$ cat config.mk
export PLATFORM = sky130hd
export DESIGN_NAME = first_fit_pool_allocator
export DESIGN_NICKNAME = d
export VERILOG_FILES = /design/src/design/ffpa_pkg.sv /design/src/design/first_fit_pool_allocator.sv /design/src/design/ffpa_ram.sv
export SDC_FILE = /design/constraint.sdc
export NUM_CORES = 1
export LEC_CHECK = 0
export BUFFER_PORTS_ARGS = -buffer_cell sky130_fd_sc_hd__buf_2
export CORE_ASPECT_RATIO = 1.25
export CORE_MARGIN = 3
export CORE_UTILIZATION = 54
export DETAILED_ROUTE_END_ITERATION = 8
export PLACE_DENSITY = 0.73
export RECOVER_POWER = 50
export SYNTH_ARGS = -nofsm -noshare
export SYNTH_HDL_FRONTEND = slang
export SYNTH_SLANG_ARGS = --single-unit
$ cat constraint.sdc
create_clock -name clk -period 3.9 [get_ports clk]
set_clock_uncertainty 0.05 [all_clocks]
set_input_delay 0.195 -clock clk [delete_from_list [all_inputs] [get_ports clk]]
set_output_delay 0.195 -clock clk [all_outputs]
set_load 0.02 [all_outputs]
$ cat src/design/ffpa_pkg.sv
// Shared types and constants for the first-fit pool allocator.
package ffpa_pkg;

  // Pool geometry
  localparam int POOL_BYTES = 32;
  localparam int PTR_W      = $clog2(POOL_BYTES);
  // Walk position: largest is a header near the end plus a 255-byte skip
  localparam int POS_W      = $clog2(POOL_BYTES + 257);
  localparam int SIZE_W     = 8;
  localparam int OFF_W      = 6;

  // Request kinds
  localparam logic REQ_ALLOC = 1'b0;
  localparam logic REQ_FREE  = 1'b1;

  // Result status codes
  typedef enum logic [1:0] {
    ST_OK        = 2'd0,
    ST_TOO_BIG   = 2'd1,
    ST_NO_ROOM   = 2'd2,
    ST_NOT_FOUND = 2'd3
  } status_t;

  // Sequencer states
  typedef enum logic [1:0] {
    S_IDLE,
    S_WALK,
    S_SKIP
  } state_t;

endpackage

$ cat src/design/first_fit_pool_allocator.sv
// First-fit pool allocator: top level with walk sequencer, start marks and size RAM.
// One request word is taken at a time; in_stall stays high from acceptance until
// the walk ends. The walk starts at position 0 and visits each free position in
// the walk state; at each block header it reads the block size from the size RAM
// in the walk state, then skips past the block in the skip state. The window check
// for an allocation is a single shift-and-mask over the start marks, done in the
// same cycle as the position visit. The result sits in an output register, so the
// next word is accepted while a finished result still waits to be taken.
module first_fit_pool_allocator (
  input  logic                       clk,
  input  logic                       rst,
  input  logic                       in_valid,
  output logic                       in_stall,
  input  logic                       req_type,
  input  logic [ffpa_pkg::SIZE_W-1:0] alloc_size,
  input  logic [ffpa_pkg::OFF_W-1:0]  free_offset,
  output logic                       out_valid,
  input  logic                       out_stall,
  output logic                       granted,
  output logic [ffpa_pkg::OFF_W-1:0]  data_offset,
  output logic [1:0]                 status
);

  import ffpa_pkg::*;

  state_t state, state_next;

  // Latched request
  logic              req_kind;
  logic [SIZE_W-1:0] req_size;
  logic [OFF_W-1:0]  req_off;

  // Walk position and start marks
  logic [POS_W-1:0]      pos, pos_next;
  logic [POOL_BYTES-1:0] marks, marks_next;

  // Size RAM
  logic              ram_we;
  logic [SIZE_W-1:0] ram_rdata;

  // Finish controls
  logic             finish;
  logic             slot_free;
  logic             fin_granted;
  status_t          fin_status;
  logic [OFF_W-1:0] fin_offset;

  logic                  at_end;
  logic                  cur_mark;
  logic [POS_W-1:0]      pos_inc;
  logic [POS_W-1:0]      win_end;
  logic [POOL_BYTES-1:0] win_mask;
  logic [POOL_BYTES-1:0] shifted;
  logic                  win_clear;

  ffpa_ram #(
    .WIDTH (SIZE_W),
    .DEPTH (POOL_BYTES)
  ) u_size_ram (
    .clk   (clk),
    .we    (ram_we),
    .waddr (pos[PTR_W-1:0]),
    .wdata (req_size),
    .raddr (pos[PTR_W-1:0]),
    .rdata (ram_rdata)
  );

  assign in_stall  = (state != S_IDLE);
  assign slot_free = !out_valid || !out_stall;

  // Window check: positions pos..pos+size inside the pool and unmarked
  assign at_end   = (pos >= POS_W'(POOL_BYTES));
  assign cur_mark = marks[pos[PTR_W-1:0]];
  assign pos_inc  = pos + POS_W'(1);
  assign win_end  = pos + POS_W'(req_size);
  assign shifted  = marks >> pos[PTR_W-1:0];

  always_comb begin
    for (int i = 0; i < POOL_BYTES; i++) begin
      win_mask[i] = (POS_W'(i) <= POS_W'(req_size));
    end
  end

  assign win_clear = (win_end < POS_W'(POOL_BYTES)) && !(|(shifted & win_mask));

  // Sequencer
  always_comb begin
    state_next  = state;
    pos_next    = pos;
    marks_next  = marks;
    ram_we      = 1'b0;
    finish      = 1'b0;
    fin_granted = 1'b0;
    fin_status  = ST_OK;
    fin_offset  = '0;

    case (state)
      S_IDLE: begin
        if (in_valid) begin
          state_next = S_WALK;
          pos_next   = '0;
        end
      end

      S_WALK: begin
        if (at_end) begin
          finish     = 1'b1;
          fin_status = (req_kind == REQ_ALLOC) ? ST_NO_ROOM : ST_NOT_FOUND;
        end else if (cur_mark) begin
          if (req_kind == REQ_FREE && pos_inc == POS_W'(req_off)) begin
            finish      = 1'b1;
            fin_granted = 1'b1;
            if (slot_free) begin
              marks_next[pos[PTR_W-1:0]] = 1'b0;
            end
          end else begin
            // size read issued this cycle, skip next cycle
            state_next = S_SKIP;
          end
        end else if (req_kind == REQ_ALLOC && win_clear) begin
          finish      = 1'b1;
          fin_granted = 1'b1;
          fin_offset  = pos_inc[OFF_W-1:0];
          if (slot_free) begin
            marks_next[pos[PTR_W-1:0]] = 1'b1;
            ram_we                     = 1'b1;
          end
        end else begin
          pos_next = pos_inc;
        end

        if (finish && slot_free) begin
          state_next = S_IDLE;
        end
      end

      S_SKIP: begin
        pos_next   = pos_inc + POS_W'(ram_rdata);
        state_next = S_WALK;
      end

      default: begin
        state_next = S_IDLE;
      end
    endcase
  end

  // Control registers
  always_ff @(posedge clk) begin
    if (rst) begin
      state     <= S_IDLE;
      marks     <= '0;
      out_valid <= 1'b0;
    end else begin
      state <= state_next;
      marks <= marks_next;
      if (finish && slot_free) begin
        out_valid <= 1'b1;
      end else if (!out_stall) begin
        out_valid <= 1'b0;
      end
    end
  end

  // Payload registers
  always_ff @(posedge clk) begin
    pos <= pos_next;
    if (state == S_IDLE && in_valid) begin
      req_kind <= req_type;
      req_size <= alloc_size;
      req_off  <= free_offset;
    end
    if (finish && slot_free) begin
      granted     <= fin_granted;
      data_offset <= fin_offset;
      status      <= fin_status;
    end
  end

`ifndef SYNTHESIS
  // A new result only comes out of the walk
  a_result_from_walk: assert property (@(posedge clk) disable iff (rst)
    $rose(out_valid) |-> $past(state) == S_WALK)
    else $error("result appeared outside the walk");

  // A size skip always follows a header visit
  a_skip_after_walk: assert property (@(posedge clk) disable iff (rst)
    state == S_SKIP |-> $past(state) == S_WALK)
    else $error("skip state entered without a header read");

  // A granted allocation adds exactly one start mark
  a_alloc_marks: assert property (@(posedge clk) disable iff (rst)
    (finish && slot_free && fin_granted && req_kind == REQ_ALLOC)
      |=> $countones(marks) == $past($countones(marks)) + 1)
    else $error("granted allocation did not add one mark");

  // A granted free removes exactly one start mark
  a_free_marks: assert property (@(posedge clk) disable iff (rst)
    (finish && slot_free && fin_granted && req_kind == REQ_FREE)
      |=> $countones(marks) + 1 == $past($countones(marks)))
    else $error("granted free did not remove one mark");

  // Refused results carry no grant and no offset
  a_refused_clean: assert property (@(posedge clk) disable iff (rst)
    (out_valid && (status == ST_NO_ROOM || status == ST_NOT_FOUND))
      |-> (!granted && data_offset == '0))
    else $error("refused result carries a grant or offset");
`endif

endmodule

$ cat src/design/ffpa_ram.sv
// Generic single-write, single-read RAM with registered read data.
module ffpa_ram #(
  parameter int WIDTH = 8,
  parameter int DEPTH = 32
) (
  input  logic                     clk,
  input  logic                     we,
  input  logic [$clog2(DEPTH)-1:0] waddr,
  input  logic [WIDTH-1:0]         wdata,
  input  logic [$clog2(DEPTH)-1:0] raddr,
  output logic [WIDTH-1:0]         rdata
);

  logic [WIDTH-1:0] mem [DEPTH];

  // Write port
  always_ff @(posedge clk) begin
    if (we) begin
      mem[waddr] <= wdata;
    end
  end

  // Registered read port
  always_ff @(posedge clk) begin
    rdata <= mem[raddr];
  end

endmodule

## Word-level counts from Yosys, hierarchy flattened

Memory sizes are Yosys's and may differ from the RTL's. A register that Yosys moved wholly into a read port is not among the register bits.
Cells that the tools add are included.

| word-level totals | value |
|---|---|
| register bits after elaboration | 68 |
| output and inout port bits | 11 |
| logic and storage cells | 128 |
| bits in writable memories | 256 |
| input port bits | 19 |
| memories kept | 1 |

Memories:

| memory | depth | bits a word | read ports | clocked after Yosys merged registers in | wr ports | RTL line | text |
|---|---|---|---|---|---|---|---|
| u_size_ram.mem | 32 | 8 | 1 | 1 | 1 | ffpa_ram.sv:14 | `logic [WIDTH-1:0] mem [DEPTH];` |

| cells by class | value |
|---|---|
| multiplexer cells | 36 |
| reductions and logical operators | 22 |
| bitwise operators | 8 |
| shifts and indexed selects | 1 |
| add/subtract/negate cells | 3 |
| order comparisons | 35 |
| equality and inequality tests | 12 |

Operator list:

| kind | number |
|---|---|
| $mux W32 | 5 |
| $le A5 B8 Y1 const A | 16 |
| $and A32 B32 Y32 | 2 |
| $le A4 B8 Y1 const A | 8 |
| $mux W9 | 4 |
| $le A3 B8 Y1 const A | 4 |
| $not A32 Y32 | 1 |
| $or A32 B32 Y32 | 1 |
| $reduce_or A32 Y1 | 1 |
| $shr A32 B5 Y32 | 1 |
| $pmux W9 S3 | 1 |
| $add A9 B8 Y9 | 2 |
| $mux W1 | 18 |
| $le A2 B8 Y1 const A | 2 |
| $mux W2 | 5 |
| $reduce_and A5 Y1 | 2 |
| $add A9 B1 Y9 const B | 1 |
| $eq A9 B6 Y1 | 1 |
| $ge A9 B6 Y1 const B | 1 |
| $lt A9 B6 Y1 const B | 1 |
| $ne A3 B3 Y1 const B | 3 |
| $le A1 B8 Y1 const A | 1 |
| $ne A2 B2 Y1 const B | 4 |
| $logic_and A1 B1 Y1 | 7 |
| other kinds (18) | 25 |

## Depth between registers and ports, before layout

Gate-level depths: netlist of the first run.

| depth | value |
|---|---|
| word-level depth | 13 |
| gate-level depth with buffers | 16 |

## Cells and area by module

A second synthesis of the first run with hierarchy kept.

| unflattened totals | value |
|---|---|
| cell total of the unflattened synthesis | 1173 |
| area total of the unflattened synthesis | 16834.9 µm² |

By module, submodules not included:

| module | cells each | times used | area an instance (µm²) |
|---|---|---|---|
| ffpa_ram | 417 | 1 | 10053.4 |
| first_fit_pool_allocator | 756 | 1 | 6781.5 |

## Worst setup path before layout of the first run

Ideal clock, no wire load.

| timing path | value |
|---|---|
| path kind | reg-to-reg |
| start | reg req_size[6] |
| end | mem u_size_ram.mem[16][0] (enable) |
| arrival time | 3.687 ns |
| data required time | 3.480 ns |
| cell stages (with the launch flop) | 14 |
| setup slack | -0.207 ns |
| clock period less this slack | 4.107 ns |
| path buffers | 3 |
| cells stage by stage | edfxtp_1 or3_1 clkbuf_1 nor3_1 nand2_1 nand2_1 o211ai_1 a32o_1 a2111o_1 or3_1 buf_6 nand2b_4 buf_6 nor2_1 |

| on the way | value |
|---|---|
| longest elaborated chain between the ends | 12 |
| elaborated cells on any way between the ends | 44 |
| those cells by class | add/sub (1); order compare (32); mux (6); bitwise (1); reduce/logical (4) |

RTL lines:

| what | RTL line | text |
|---|---|---|
| start, declared | first_fit_pool_allocator.sv:30 | `logic [SIZE_W-1:0] req_size;` |
| start signal, assigned | first_fit_pool_allocator.sv:170 | `req_size <= alloc_size;` |
| parallel branches: the longest is 4 deep, another holds $add A9 B8 Y9 | - |  |
| $logic_and A1 B1 Y1 (*) | first_fit_pool_allocator.sv:84 | `assign win_clear = (win_end < POS_W'(POOL_BYTES)) && !(\|(shifted & win_mask));` |
| $logic_and A1 B1 Y1 (*) | first_fit_pool_allocator.sv:120 | `end else if (req_kind == REQ_ALLOC && win_clear) begin` |
| $mux W1 (*) | first_fit_pool_allocator.sv:120 |  |
| $mux W1 (*) | first_fit_pool_allocator.sv:109 | `end else if (cur_mark) begin` |
| $mux W1 (*) | first_fit_pool_allocator.sv:106 | `if (at_end) begin` |
| $mux W1 (*) | first_fit_pool_allocator.sv:97 | `case (state)` |
| $mux W1 (*) | ffpa_ram.sv:18 | `if (we) begin` |
| $mux W1 (implied by the code) (*) | ffpa_ram.sv:19 | `mem[waddr] <= wdata;` |
| end, declared | ffpa_ram.sv:14 |  |

Mark *: on every way between the ends.

## Worst setup path in the final report of the first run

| timing path | value |
|---|---|
| start | reg pos[1] |
| end | mem u_size_ram.mem[31][7] (enable) |

| on the way | value |
|---|---|
| longest elaborated chain between the ends | 12 |
| elaborated cells on any way between the ends | 17 |
| those cells by class | add/sub (1); order compare (2); shift (1); mux (8); bitwise (1); reduce/logical (4) |

RTL lines:

| what | RTL line | text |
|---|---|---|
| start, declared | first_fit_pool_allocator.sv:34 | `logic [POS_W-1:0] pos, pos_next;` |
| start signal, assigned | first_fit_pool_allocator.sv:167 | `pos <= pos_next;` |
| parallel branches: the longest is 12 deep, another holds $add A9 B8 Y9 | - |  |

Parallel ways; which one is timed is not known. The select of a mux whose other input is x is not followed.

==> results of run 1 <==
==> report_power, final <==
part / leakage, nW / internal [mW] / switching (mW)
clock: 0.579 / 2.12 / 1.38
combinational: 3.25 / 2.14 / 3.19
sequential: 2.97 / 4.23 / 0.155
total: 6.80 / 8.48 / 4.73
==> cells in the final DEF (no fill, tap or decap), types with 10 or more instances in the layout <==
master         netlist  layout
edfxtp_1           289     289
buf_4                5     123
mux4_2              77      77
mux2i_1             70      69
nand4_1             48      48
nand2_1             46      46
nand2b_1            45      45
a22oi_1             44      44
dfxtp_1             43      43
clkbuf_16            0      36
nor2_1              61      29
a21oi_1             29      28
buf_2               17      27
buf_6                7      27
o21ai_0             23      23
ha_1                23      22
xnor2_1             18      18
nor2b_1             19      18
nor2_2               0      17
nand3_1             16      16
inv_1               16      16
dlygate4sd3_1        0      16
nor2_4               0      15
nor3_1              16      14
clkbuf_1            49      14
mux2_2              14      13
a31oi_1             11      11
buf_12               0      11
and2_1              10      10
==> worst max-delay path, delay by kind of cell, from the launching register on <==
kind,cells,cell delay (ns)
compound gates,5,1.30
simple gates,3,0.98
mux,2,0.68
flops,1,0.41
buf+inv,2,0.33
==> per-layer routing <==
layer	vias to the layer above	part of all wire [%]	track usage (%)
met3	155	7.5	4.21
met5	-	0	0
met1	5522	37	37.4
met4	0	5.8	14.7
li1	4817	-	-
met2	619	50	50.6
==> repair_timing <==
action	in CTS	in global routing
hold buffers	16	0
buffers inserted	0	3
gates resized for setup	7	45
pin swaps	1	7
setup endpoints to repair	256	292
endpoints found under the hold margin	16	0
cloned	0	1
==> cell type report <==
type,instances,area (um2)
Fill cell,2066,9950
Sequential cell,332,9540
Multi-Input combinational cell,694,6290
Timing Repair Buffer,215,1810
Clock buffer,39,891
Tap cell,396,495
Clock inverter,22,314
Inverter,16,60.1
==> stage by stage <==
| stage | TNS [ns] | instances | util, % | area, um2 | setup slack (ns) |
|---|---|---|---|---|---|
| after detailed placement | -21.32 | 1633 | 60.6 | 17800 | -0.123 |
| after CTS | -4.61 | 1710 | 65.4 | 19200 | -0.0483 |
| final | -30.48 | 1714 | 66.1 | 19400 | -0.153 |
| after floorplan | 0 | 1131 | - | 16200 | 0.0125 |
| after global placement | -27.67 | 1633 | 60.6 | 17800 | -0.129 |
| after global routing | -53.47 | 1714 | 66.1 | 19400 | -0.239 |
==> registers in the layout, summed over array words and instances (netlist names), named ones only <==
signal            cells
data_offset           6
granted               1
out_valid             1
pos                   9
req_kind              1
req_off               6
req_size              8
state                 2
status                2
u_size_ram.mem      256
u_size_ram.rdata      8
==> cells by family after synthesis <==
family	count (synthesis)	synth area share [%]
flops	332	59.2
simple gates	303	10.2
compound gates	183	8.22
mux	162	16.2
buf+inv	105	3.02
fa+ha+maj	24	1.91
xor+xnor	22	1.20
==> worst max path at each step <==
stage	cells past startpoint	startpoint	end	slack, ns
after floorplan	15	pos[1]	u_size_ram.mem[16][0]	0.01
after global placement	13	pos[0]	u_size_ram.mem[26][1]	-0.13
after detailed placement	11	pos[0]	u_size_ram.mem[25][1]	-0.12
after CTS	13	pos[0]	u_size_ram.mem[2][0]	-0.05
after global routing	12	pos[1]	u_size_ram.mem[31][5]	-0.24
final	12	pos[1]	u_size_ram.mem[31][7]	-0.15
==> impl_metrics.py, run 1 <==
metrics = {
    "floorplanning": {
        "initial_utilization_pct": 54.9,
        "rows": 70,
        "dieWidth_um": 161,
        "ioPinCount": 30,
        "die_h_um": 199,
        "core_um2": 29300,
        "die_area_um2": 32000,
    },
    "global_route": {
        "globalRoute.totalOverflow": 0,
        "grt_pass1_vias": 11000,
        "grt_pass1_wl_um": 70500,
        "grt_start_max_net_pins": 68,
        "grtUsageTotal_pct": 29.6,
        "antenna_found_initial": 0,
    },
    "synthesis": {
        "postSynthAreaPerCell_um2": 14.3,
        "yosysWarnings": 0,
        "syn_area_um2": 16100,
        "yosys.area.top_type_share_pct": 53.8,
        "synth_top_flop_cell": "edfxtp_1",
        "synth_cell_types": 71,
        "synth.area.top_cells": "edfxtp_1, mux4_2, dfxtp_1, mux2i_1, a22oi_1",
        "synth.largest_area_cell": "edfxtp_1",
        "syn-num-nets": 1174,
        "yosysMostFrequentCell": "edfxtp_1",
        "seq_area_frac_synth_pct": 59.2,
        "netlist_instances": 1131,
        "async_flop_share_pct": 0,
        "synth_seq_cells": 332,
        "synth_common_cells": "edfxtp_1, mux4_2, mux2i_1",
        "synth-edff-count": 289,
    },
    "drt": {
        "drc_errors": 0,
        "drt_iter0_drc": 1181,
        "routed_wl_um": 47600,
        "ant_nets": 0,
        "firstDrtPassIters": 5,
        "via_per_inst": 6.48,
        "wl_per_cell_um": 27.8,
        "vias": 11100,
    },
    "sta": {
        "slew_headroom_pct": 12.7,
        "period_share_pct": 104,
        "drv_slew": 0,
        "min_period_ns": 4.05,
        "hold_viol_final": 0,
        "tightest_slew_ns": 1.31,
        "finalSetupViolations": 256,
        "hold_slack_ns": 0.0780,
        "max_clock_freq_mhz": 247,
        "rsz0062_at_grt": "yes",
        "setup_slack_ns": -0.153,
    },
    "pwr": {
        "power_density_nw_per_um2": 681,
        "leakagePower_nw": 6.80,
        "total_power_mw": 13.2,
        "max-vdd-ir-drop_mv": 0.426,
    },
    "place": {
        "dpl.hpwl_um": 32600,
        "port_buffers": 29,
        "place_congestion": 1.02,
    },
    "finish": {
        "diodes": 0,
        "drive_above_1_share_pct": 29.6,
        "fin_nets": 1336,
        "syn_to_final_growth_pct": 20.3,
    },
    "setup_path": {
        "start_kind": "flop",
        "arrival_ns": 4.24,
        "r2r_slack_ns": -0.15,
        "timing.rr.start": "pos[1]",
        "rr_endpoint": "u_size_ram.mem[31][7]",
        "path_cells": "buf_12 > mux2i_1 > mux2i_1 > a221o_1 > a21o_1 > a221oi_1 > o2111a_2 > o2111ai_2 > or3_4 > nand2b_4 > nor2_2 > buf_6",
        "end_kind": "flop",
        "slowest_delay_ns": 0.48,
        "crit_type": "reg2reg",
        "path_max_fanout": 14,
        "slowest_stage": "or3_4",
        "cp.required_ns": 4.09,
        "reg2reg_depth": 12,
        "cp_common_cell": "mux2i_1",
    },
    "clock_tree": {
        "cts-root-buf": "clkbuf_16",
        "clk_pin_slew_ns": 0.06,
        "clock_latency_ns": 0.52,
        "cts.path.max_buffers": 3,
        "htree_levels": 2,
        "numCtsBuffers": 34,
        "cts_sinks": 332,
        "cts_tree": "built",
    },
    "worst_hold_path": {
        "hold_end": "state[1]",
        "hold_class": "in2reg",
        "holdPathStages": 4,
        "hold_path.startpoint": "in_valid",
    },
    "run_status": {
        "violations": "setup timing",
        "status": "finished, violations left",
    },
    "job": {
        "maxCapViolations": 0,
    },
}
Power figures use the tool's default switching activity.
==> run 2: changes to the inputs <==
REMOVE_ABC_BUFFERS = 1   (was unset)
==> run 2 against run 1 <==
  * The run still ends with setup timing left
  * Total power shrank 0.76%
  * Via count grew 0.66%
  * Fmax grew 0.40%
  * Sequential share of layout area shrank 0.49 points
  * Utilization grew 0.66 points
  * Critical path depth shrank 1
  * First-iteration DRC count grew 2.8%
  * Die area is the same
  * Final cell count grew 1.7%
  * Largest cell class unchanged
  * Largest power group unchanged
  * Highest routed layer unchanged
==> impl_metrics.py, run 2 (synthesis results as in run 1) <==
metrics = {
    "place": {
        "place_area_um2": 17800,
        "dpl.hpwl_um": 31700,
        "place_congestion": 1.06,
        "placedCellCount": 1656,
        "port_buffers": 29,
    },
    "global_route": {
        "globalRoute.totalOverflow": 0,
        "grt_pass1_wl_um": 70200,
        "grtUsageTotal_pct": 29.2,
        "antenna_found_initial": 0,
        "grt_start_max_net_pins": 66,
        "grt_pass1_vias": 11100,
    },
    "clock_tree": {
        "clk_pin_slew_ns": 0.07,
        "clock_latency_ns": 0.54,
        "cts-root-buf": "clkbuf_16",
        "cts.path.max_buffers": 3,
        "htree_levels": 2,
        "numCtsBuffers": 34,
        "cts_sinks": 332,
        "cts_tree": "built",
    },
    "floorplanning": {
        "core_um2": 29300,
        "initial_utilization_pct": 54.9,
        "die_area_um2": 32000,
        "rows": 70,
        "die_h_um": 199,
        "dieWidth_um": 161,
        "ioPinCount": 30,
    },
    "sta": {
        "finalSetupViolations": 256,
        "hold_slack_ns": 0.0878,
        "setup_slack_ns": -0.137,
        "min_period_ns": 4.04,
        "slew_headroom_pct": 4.28,
        "tightest_slew_ns": 1.44,
        "period_share_pct": 104,
        "hold_viol_final": 0,
        "max_clock_freq_mhz": 248,
        "rsz0062_at_grt": "yes",
        "drv_slew": 0,
    },
    "run_status": {
        "status": "finished, violations left",
        "violations": "setup timing",
    },
    "finish": {
        "finalNonFillerCells": 1743,
        "mostFrequentLayoutCells": "edfxtp_1, buf_4, mux4_2",
        "syn_to_final_growth_pct": 21.5,
        "reg_top3": "u_size_ram.mem: 256 flops, pos: 9 flops",
        "final_common_cell": "edfxtp_1",
        "drive_above_1_share_pct": 30.9,
        "diodes": 0,
        "fin_util_pct": 66.8,
        "fin_area_um2": 19600,
        "largest_reg_flops": 256,
        "largest_register": "u_size_ram.mem",
        "fin_nets": 1365,
    },
    "drt": {
        "ant_nets": 0,
        "vias": 11200,
        "via_per_inst": 6.42,
        "routed_wl_um": 46900,
        "drt_iter0_drc": 1214,
        "drc_errors": 0,
        "firstDrtPassIters": 5,
        "wl_per_cell_um": 26.9,
    },
    "pwr": {
        "power.share.sequential_pct": 33.4,
        "clockPowerShare_pct": 24.9,
        "power_frac_comb_pct": 41.7,
        "power_density_nw_per_um2": 669,
        "max-vdd-ir-drop_mv": 0.393,
        "p_sw_share_pct": 36.5,
        "p_switching_mw": 4.78,
        "intPower_mw": 8.33,
        "leakagePower_nw": 6.92,
    },
    "worst_hold_path": {
        "holdPathStages": 4,
        "hold_class": "in2reg",
    },
    "setup_path": {
        "reg2reg_depth": 11,
        "end_kind": "flop",
        "arrival_ns": 4.21,
        "crit_type": "reg2reg",
        "path_max_fanout": 8,
        "start_kind": "flop",
        "cp.required_ns": 4.07,
    },
    "job": {
        "maxCapViolations": 0,
    },
}
==> run 2: cell count changes in the layout (fill, tap and decap cells not counted), moves of 2 or more <==
cell	before	now
nor2_1	29	36
clkinvlp_4	3	1
nor2_4	15	22
clkinv_1	4	8
o21ai_0	23	21
buf_4	123	146
nor2_2	17	3
bufinv_16	7	3
buf_6	27	32
buf_12	11	8
==> run 2: cell type report <==
class,instances,area (um2)
Clock buffer,37,883
Fill cell,2086,9760
Tap cell,396,495
Multi-Input combinational cell,694,6370
Timing Repair Buffer,244,2010
Sequential cell,332,9540
Clock inverter,24,228
Inverter,16,60.1
==> run 2: path summary, 6_finish.rpt <==
check,to,from,slack (ns)
worst max-delay path,u_size_ram.mem[28][1],pos[0],-0.14
worst min register to register,flop,flop,0.44
worst max register to register,u_size_ram.mem[28][1],pos[0],-0.14
worst min-delay path,state[1],in_valid,0.09
==> run 2: what timing repair did <==
action,4_1_cts,5_1_grt
gates resized for setup,31,71
pin swaps,3,14
cloned,1,3
hold endpoints to repair,16,0
setup buffers,5,3
hold buffers,16,0
endpoints found under the setup margin,297,310
==> run 2: metrics by stage <==
step	total power [mW]	setup TNS, ns	setup WS (ns)
2_1_floorplan	7.67	-1257.18	-4.00
3_3_place_gp	9.61	-41.26	-0.200
3_5_place_dp	9.64	-39.50	-0.236
4_1_cts	13.0	-2.83	-0.0564
5_1_grt	13.6	-72.32	-0.318
6_report	13.1	-23.20	-0.137
==> run 2: power by group through the flow <==
stage	Clock (mW)	Sequential (mW)	Combinational [mW]
after floorplan	0	4.97	2.71
after global placement	0	4.44	5.17
after detailed placement	0	4.44	5.20
after CTS	3.31	4.37	5.29
after global routing	3.45	4.39	5.79
final	3.26	4.38	5.47
==> run 2: metal layers <==
layer  vias up  wire, um  part of all wire [%]  global-route usage [%]
li1       4875         -                     -                       -
met1      5572     18200                    39                    39.0
met2       584     22600                    48                    47.1
met3       155      3330                   7.1                    4.35
met4         0      2730                   5.8                    15.0
met5         -         0                     0                       0
==> run 2: worst max-delay path, cell delays in order (launching register included) <==
cell       delay (ns)
edfxtp_1         0.48
mux4_2           0.56
mux2_4           0.30
a222oi_1         0.31
nand3_1          0.15
or3_1            0.41
nor4_2           0.20
o2111ai_2        0.16
or3_4            0.46
nand2b_4         0.30
nor2_1           0.15
buf_4            0.18
